===== src/rtl/cfr_pkg.sv =====
// shared types and constants for the checksum frame receiver
package cfr_pkg;

    localparam int BYTE_W = 8;
    localparam int SUM_W  = 16;

    typedef logic [BYTE_W-1:0] byte_t;
    typedef logic [SUM_W-1:0]  sum_t;

    typedef enum logic [3:0] {
        PH_LEN  = 4'b0001,
        PH_DATA = 4'b0010,
        PH_CKLO = 4'b0100,
        PH_CKHI = 4'b1000
    } phase_t;

    typedef enum logic {
        KIND_DATA   = 1'b0,
        KIND_STATUS = 1'b1
    } kind_t;

endpackage


===== src/rtl/cfr_if.sv =====
// valid/ready channels for received bytes and parsed results
interface cfr_in_if;
    import cfr_pkg::*;

    logic  valid;
    logic  ready;
    byte_t rx_byte;

    modport source (output valid, output rx_byte, input ready);
    modport sink   (input valid, input rx_byte, output ready);
endinterface

interface cfr_out_if;
    import cfr_pkg::*;

    logic  valid;
    logic  ready;
    logic  kind;
    byte_t data_byte;
    byte_t byte_index;
    logic  checksum_ok;
    byte_t frame_length;

    modport source (output valid, output kind, output data_byte, output byte_index,
                    output checksum_ok, output frame_length, input ready);
    modport sink   (input valid, input kind, input data_byte, input byte_index,
                    input checksum_ok, input frame_length, output ready);
endinterface


===== src/rtl/checksum_frame_receiver_top.sv =====
// length-prefixed frame parser with 16-bit sum checksum check
// an accepted byte goes through the input register, then the result register
// one byte per cycle unless results stall; one more byte then waits in the input register
// length and checksum-low bytes produce no result
// reset: asynchronous active-low, returns to awaiting a length byte with all
// counters and the sum cleared, both registers empty
module checksum_frame_receiver_top (
    input  logic            clk,
    input  logic            rst_n,
    cfr_in_if.sink          rx,
    cfr_out_if.source       result
);
    import cfr_pkg::*;

    // input register
    logic   in_valid_reg;
    byte_t  in_byte_reg;

    // parser state
    phase_t phase_reg, phase_next;
    byte_t  remaining_reg, remaining_next;
    byte_t  position_reg, position_next;
    byte_t  length_reg, length_next;
    sum_t   sum_reg, sum_next;
    byte_t  ck_low_reg, ck_low_next;

    // result register
    logic   out_valid_reg;
    logic   kind_reg, kind_next;
    byte_t  data_reg, data_next;
    byte_t  index_reg, index_next;
    logic   ok_reg, ok_next;
    byte_t  flen_reg, flen_next;

    logic   emit;
    logic   consume;

    assign consume  = in_valid_reg && (!out_valid_reg || result.ready);
    assign rx.ready = !in_valid_reg || consume;

    always_comb
    begin
        phase_next     = phase_reg;
        remaining_next = remaining_reg;
        position_next  = position_reg;
        length_next    = length_reg;
        sum_next       = sum_reg;
        ck_low_next    = ck_low_reg;
        emit           = 1'b0;
        kind_next      = KIND_DATA;
        data_next      = '0;
        index_next     = '0;
        ok_next        = 1'b0;
        flen_next      = '0;
        case (phase_reg)
            PH_LEN:
            begin
                length_next    = in_byte_reg;
                remaining_next = in_byte_reg;
                position_next  = '0;
                sum_next       = '0;
                phase_next     = (in_byte_reg == '0) ? PH_CKLO : PH_DATA;
            end
            PH_DATA:
            begin
                emit           = 1'b1;
                kind_next      = KIND_DATA;
                data_next      = in_byte_reg;
                index_next     = position_reg;
                sum_next       = sum_reg + {{(SUM_W-BYTE_W){1'b0}}, in_byte_reg};
                position_next  = position_reg + 1'b1;
                remaining_next = remaining_reg - 1'b1;
                if (remaining_reg == byte_t'(1))
                begin
                    phase_next = PH_CKLO;
                end
            end
            PH_CKLO:
            begin
                ck_low_next = in_byte_reg;
                phase_next  = PH_CKHI;
            end
            PH_CKHI:
            begin
                emit       = 1'b1;
                kind_next  = KIND_STATUS;
                ok_next    = ({in_byte_reg, ck_low_reg} == sum_reg);
                flen_next  = length_reg;
                phase_next = PH_LEN;
            end
            default:
            begin
                phase_next = PH_LEN;
            end
        endcase
    end

    always_ff @(posedge clk or negedge rst_n)
    begin
        if (!rst_n)
        begin
            in_valid_reg  <= 1'b0;
            out_valid_reg <= 1'b0;
            phase_reg     <= PH_LEN;
            remaining_reg <= '0;
            position_reg  <= '0;
            length_reg    <= '0;
            sum_reg       <= '0;
            ck_low_reg    <= '0;
        end
        else
        begin
            if (rx.valid && rx.ready)
            begin
                in_valid_reg <= 1'b1;
            end
            else if (consume)
            begin
                in_valid_reg <= 1'b0;
            end

            if (consume)
            begin
                phase_reg     <= phase_next;
                remaining_reg <= remaining_next;
                position_reg  <= position_next;
                length_reg    <= length_next;
                sum_reg       <= sum_next;
                ck_low_reg    <= ck_low_next;
                out_valid_reg <= emit;
            end
            else if (result.ready)
            begin
                out_valid_reg <= 1'b0;
            end
        end
    end

    // payload registers
    always_ff @(posedge clk)
    begin
        if (rx.valid && rx.ready)
        begin
            in_byte_reg <= rx.rx_byte;
        end
        if (consume && emit)
        begin
            kind_reg  <= kind_next;
            data_reg  <= data_next;
            index_reg <= index_next;
            ok_reg    <= ok_next;
            flen_reg  <= flen_next;
        end
    end

    assign result.valid        = out_valid_reg;
    assign result.kind         = kind_reg;
    assign result.data_byte    = data_reg;
    assign result.byte_index   = index_reg;
    assign result.checksum_ok  = ok_reg;
    assign result.frame_length = flen_reg;

endmodule


===== src/flat_wrapper.sv =====
// flat-port wrapper written by rule: the top's interface ports become plain ports
module checksum_frame_receiver_top_flat import cfr_pkg::*;
  (clk, rst_n, rx_valid, rx_rx_byte, rx_ready, result_valid, result_kind, result_data_byte, result_byte_index, result_checksum_ok, result_frame_length, result_ready);
  cfr_in_if rx_i ();
  cfr_out_if result_i ();
  input  logic clk;
  input  logic rst_n;
  input wire logic [$bits(rx_i.valid)-1:0] rx_valid;
  input wire logic [$bits(rx_i.rx_byte)-1:0] rx_rx_byte;
  output wire logic [$bits(rx_i.ready)-1:0] rx_ready;
  output wire logic [$bits(result_i.valid)-1:0] result_valid;
  output wire logic [$bits(result_i.kind)-1:0] result_kind;
  output wire logic [$bits(result_i.data_byte)-1:0] result_data_byte;
  output wire logic [$bits(result_i.byte_index)-1:0] result_byte_index;
  output wire logic [$bits(result_i.checksum_ok)-1:0] result_checksum_ok;
  output wire logic [$bits(result_i.frame_length)-1:0] result_frame_length;
  input wire logic [$bits(result_i.ready)-1:0] result_ready;
  assign rx_i.valid = rx_valid;
  assign rx_i.rx_byte = rx_rx_byte;
  assign rx_ready = rx_i.ready;
  assign result_valid = result_i.valid;
  assign result_kind = result_i.kind;
  assign result_data_byte = result_i.data_byte;
  assign result_byte_index = result_i.byte_index;
  assign result_checksum_ok = result_i.checksum_ok;
  assign result_frame_length = result_i.frame_length;
  assign result_i.ready = result_ready;
  checksum_frame_receiver_top u_core (.clk(clk), .rst_n(rst_n), .rx(rx_i), .result(result_i));
endmodule

===== config.mk =====
export PLATFORM = sky130hd
export DESIGN_NAME = checksum_frame_receiver_top_flat
export DESIGN_NICKNAME = d
export VERILOG_FILES = /design/src/rtl/cfr_pkg.sv /design/src/rtl/cfr_if.sv /design/src/rtl/checksum_frame_receiver_top.sv /design/src/flat_wrapper.sv
export SDC_FILE = /design/constraint.sdc
export NUM_CORES = 1
export LEC_CHECK = 0
export ABC_AREA = 1
export BUFFER_PORTS_ARGS = -buffer_cell sky130_fd_sc_hd__buf_2
export CORE_ASPECT_RATIO = 0.9
export CORE_MARGIN = 4
export CORE_UTILIZATION = 60
export CTS_BUF_LIST = sky130_fd_sc_hd__clkbuf_16
export DETAILED_ROUTE_END_ITERATION = 16
export HOLD_SLACK_MARGIN = 0.08
export PLACE_DENSITY = 0.8
export SKIP_LAST_GASP = 1
export SYNTH_ARGS = -nofsm -noshare
export SYNTH_HDL_FRONTEND = slang
export SYNTH_SLANG_ARGS = --single-unit

===== constraint.sdc =====
create_clock -name clk -period 3.85 [get_ports clk]
set_input_delay 0.1925 -clock clk [delete_from_list [all_inputs] [get_ports clk]]
set_output_delay 0.1925 -clock clk [all_outputs]
set_load 0.02 [all_outputs]

Word-level counts from Yosys, hierarchy flattened
Index checks and enable logic that the tools add are counted.

storage, ports and cells
  flip-flop bits (word level) = 88
  word-level logic and storage cells = 52

operators by class
  add/subtract/negate cells = 3
  equality and inequality tests = 7
  muxes and demuxes = 12
  reductions and logical operators = 16

operator list
  cell                                                                    number
  16-bit case mux with 2 select lines                                     1
  8-bit case mux with 2 select lines                                      2
  16-bit by 8-bit adder with 16-bit output                                1
  16-bit equality test                                                    1
  4-bit case mux with 3 select lines                                      1
  8-bit by 1-bit adder with 8-bit output (second input constant)          1
  8-bit by 1-bit equality test with 1-bit output (second input constant)  1
  8-bit zero test                                                         1
  2-bit AND reduction                                                     4
  8-bit by 1-bit subtractor with 8-bit output (second input constant)     1
  1-bit two-way mux                                                       6
  2-bit nonzero test                                                      3
  4-bit by 1-bit equality test with 1-bit output (second input constant)  1
  4-bit by 2-bit equality test with 1-bit output (second input constant)  1
  4-bit by 3-bit equality test with 1-bit output (second input constant)  1
  4-bit equality test (second input constant)                             1
  4-bit two-way mux                                                       1
  1-bit logical AND                                                       3
  3-bit two-way mux                                                       1
  1-bit zero test                                                         2
  1-bit logical OR                                                        2
  2-bit by 1-bit != test with 1-bit output (second input constant)        1
  2-bit OR reduction                                                      1

Longest topological paths before layout
  word-level depth = 6
  gate-level depth with buffers = 11
  mapped depth without buffers = 11

Worst setup path after synthesis
Ideal clock, no wire load.

  path type = reg-to-reg
  start = reg u_core.phase_reg[3]
  end = reg u_core.index_reg[0], in the netlist u_core.result.byte_index[0], enable pin
  arrival = 2.042 ns
  required time = 3.431 ns
  slack = 1.389 ns
  cell stages (with the launch flop) = 4
  clock period less this slack = 2.461 ns
  cell sequence = dfrtp_1 > nor2_2 > nand2_4 > a21oi_1

between the ends
  longest elaborated chain between the ends = 4
  elaborated cells on any way between the ends = 5
  those cells by class = 2 x eq/ne; 1 x mux; 2 x reduce/logical

RTL lines
  item                                                                                   line                                text
  from (decl)                                                                            checksum_frame_receiver_top.sv:20   phase_t phase_reg, phase_next;
  from (signal assigned)                                                                 checksum_frame_receiver_top.sv:124  phase_reg <= phase_next;
  4-bit equality test or 4-bit by 2-bit equality test with 1-bit output (tied branches)  checksum_frame_receiver_top.sv:55   case (phase_reg)
  2-bit OR reduction (no line) (*)                                                       -
  1-bit two-way mux (*)                                                                  checksum_frame_receiver_top.sv:55
  1-bit logical AND (*)                                                                  checksum_frame_receiver_top.sv:146  if (consume && emit)
  to (signal assigned)                                                                   checksum_frame_receiver_top.sv:150  index_reg <= index_next;
  to (decl)                                                                              checksum_frame_receiver_top.sv:31   byte_t index_reg, index_next;

Every way passes the cells marked *; elsewhere a longest branch is shown, timed or not.
A chain may end at the register's enable or synchronous reset.

Worst setup path after layout
  start = reg u_core.in_byte_reg[0]
  end = reg u_core.sum_reg[6]

between the ends
  longest elaborated chain between the ends = 2

RTL lines
  item                                      line                                text
  from (decl)                               checksum_frame_receiver_top.sv:17   byte_t in_byte_reg;
  from (signal assigned)                    checksum_frame_receiver_top.sv:144  in_byte_reg <= rx.rx_byte;
  16-bit by 8-bit adder with 16-bit output  checksum_frame_receiver_top.sv:70   sum_next = sum_reg + {{(SUM_W-BYTE_W){1'b0}}, in_byte_reg};
  16-bit case mux with 2 select lines       checksum_frame_receiver_top.sv:55
  to (signal assigned)                      checksum_frame_receiver_top.sv:128  sum_reg <= sum_next;
  to (decl)                                 checksum_frame_receiver_top.sv:24   sum_t sum_reg, sum_next;

Every way passes these cells.

==> out/qor.yml <==
tightest_slew_ns: 0.693
yosys_warnings: 0
grt_max_degree: 55
rr_worst_depth: 11
wire_per_inst_um: 16.3
drv_cap: 0
fmax_mhz: 511
syn_inst: 515
grt_pass1_wl_mm: 17.9
synth.area.mux_share: 0
critPathCaptureType: "flip-flop"
rsz0062_at_grt: "no"
synth_xor_area_frac: 0.0272
fin_worst_skew_ns: 0.00864
die_w_um: 99.3
io_pins: 40
io_buffer_count: 39
final.setup.worst_slack_ns: 1.89
nets: 589
largest_register_ffs: 16
synth_compound_area_frac: 0.0969
setup_tns_ns: 0
avgSynthCellArea_um2: 8.75
gp_congestion: 0.972
cts_tree: "yes"
status: "finished clean"
period_needed_ns: 1.96
critPathMaxFanout: 4
grt_pass1_vias: 3694
worstPathArrival_ns: 2.17
n_antenna_cell: 0
peakVddDrop_mv: 0.373
leakagePower_nw: 2.48
placed_cells_incl_taps: 637
fin_area_mm2: 0.00515
async_flop_share: 0.614
first_iter_violations: 301
path_buf_inv: 2
cp_slowest_stage_delay_ns: 0.40
r2r_slack_ns: 1.89
clkTransAtPathRegs_ns: 0.07
synth_top_family_by_area: "simple AND/OR/NAND/NOR gates"
placed_area_mm2: 0.00475
worstPathRequired_ns: 4.06
drc: 0
htreeDepth: 3
clockRootBuffer: "clkbuf_16"
report.power.total_mw: 3.65
numCtsBuffers: 9
postCtsHoldBufs: 10
final_max_slew_viol_count: 0
clk_path_buf_depth: 2
yosysSeqAreaShare: 0.527
synth_fa_ha_area_frac: 0.0350
syn_nets: 539
layout_commonest_cell: "nand2_1"
synth_edf_count: 34
syn_area_mm2: 0.00450
whs_endpoint: "u_core.in_valid_reg"
cp_top_family: "adder cells"
power_density_mw_per_mm2: 708
cp_cell_sequence: "ha_1, inv_1, fa_1, inv_1, nand3_1, nand3_1, nand2_1, nand2_1, nand2_1, nand2_1, o21ai_0"
antenna_found_initial: 0
critPathSlowestCell: "fa_1"
slew_headroom: 0.538
cts.sinks: 88
yosys.area_share.simple: 0.233
core_area_mm2: 0.00718
row_count: 29
rr_startpoint: "u_core.in_byte_reg[0]"
postRouteWirelength_mm: 10.8
setup_viol: 0
syn_to_final_growth_pct: 14.4
final_cell_mix: "nand2_1 (116), inv_1 (71), nor2_1 (66), dfrtp_1 (53), buf_2 (39)"
crit_path_frequent_cell: "nand2_1"
dieArea_mm2: 0.00896
finalHoldViolations: 0
drtPass1Iterations: 5
synth_seq_cells: 88
cts_repair_resize_count: 0
critical_path_class: "reg -> reg"
dp_slack_ns: 1.94
start_util: 0.627
ys.flop_type: "dfrtp_1"
viasPerCell: 5.61
start_kind: "flip-flop"
fin_cells: 663
synth_cell_types: 38
hold_path_depth: 4
clk-insertion-delay-late_ns: 0.34
die_h_um: 90.2
hp-class: "in -> reg"
vias: 3720
grt_util_all_layers: 0.252
post-route-period-util: 0.509
hp-start: "result_ready"
post_cts_buffers: 0
ant_nets: 0
dpl.hpwl_mm: 7.49
crit-reg2reg-capture: "u_core.sum_reg[6]"
grt.overflow.total: 0
drive_gt1_frac: 0.147
worst register-to-register path, delay by kind of cell (launching register included):
family / cells / cell delay [ns]
adders and majority gates: 2 / 0.67
AOI/OAI and AO/OA: 1 / 0.09
DFF: 1 / 0.39
and+or+nand+nor: 6 / 0.52
buffers and inverters: 2 / 0.17
stage by stage:
stage | utilization | hold slack, ns
after CTS | 0.717 | 0.193
final | 0.717 | 0.217
after floorplan | - | -0.103
after global placement | 0.661 | 0.368
after global routing | 0.717 | 0.243
after detailed placement | 0.661 | 0.371
cell usage after synthesis, drive strengths merged, types with 5 or more instances:
cell type,number,share of area
buf,11,0.018
xor2,9,0.018
edfxtp,34,0.23
nor3,7,0.0078
xnor2,5,0.0097
nand3,32,0.036
inv,74,0.062
nand4,9,0.012
ha,11,0.031
nor2,71,0.063
o22ai,7,0.0097
o21ai,39,0.053
nand2,121,0.11
a21oi,12,0.013
dfrtp,53,0.29
cell type report:
cell class / instances / area (um^2)
fill: 545 / 2030
multi-input combinational: 341 / 1770
inverter: 74 / 280
clock inverter: 7 / 78.8
clock buffer: 9 / 225
sequential: 88 / 2370
tap: 93 / 116
timing repair buffer: 51 / 310
worst max-delay path by stage:
stage,start,to,slack [ns],cells past startpoint
2_1_floorplan,u_core.phase_reg[3],u_core.result.byte_index[0],1.39,3
3_3_place_gp,u_core.sum_reg[0],u_core.sum_reg[6],2.00,11
3_5_place_dp,u_core.in_byte_reg[0],u_core.sum_reg[8],1.94,11
4_1_cts,u_core.in_byte_reg[0],u_core.sum_reg[8],1.92,11
5_1_grt,u_core.sum_reg[0],u_core.sum_reg[8],1.68,11
6_report,u_core.in_byte_reg[0],u_core.sum_reg[6],1.89,11
metal layers:
layer  share of wire  vias up  global-route usage
met5               0        -                   0
met4           0.018        0              0.0922
met3           0.082       21              0.0550
met2            0.49      153               0.408
met1            0.41     1775               0.335
li1                -     1771                   -
report_power, final:
| group | internal [mW] | leakage [nW] | total [mW] | switching [mW] |
|---|---|---|---|---|
| combinational | 0.415 | 1.30 | 1.32 | 0.907 |
| sequential | 1.25 | 1.03 | 1.44 | 0.187 |
| clock | 0.511 | 0.150 | 0.893 | 0.382 |
logic make-up (layout without fill, tap and decap cells):
logic type / count (synthesis) / count (layout)
flops: 88 / 88
compound gates: 70 / 70
xor+xnor: 14 / 14
simple gates: 245 / 245
buf+inv: 86 / 141
fa+ha+maj: 12 / 12
Power figures use the tool's default switching activity.
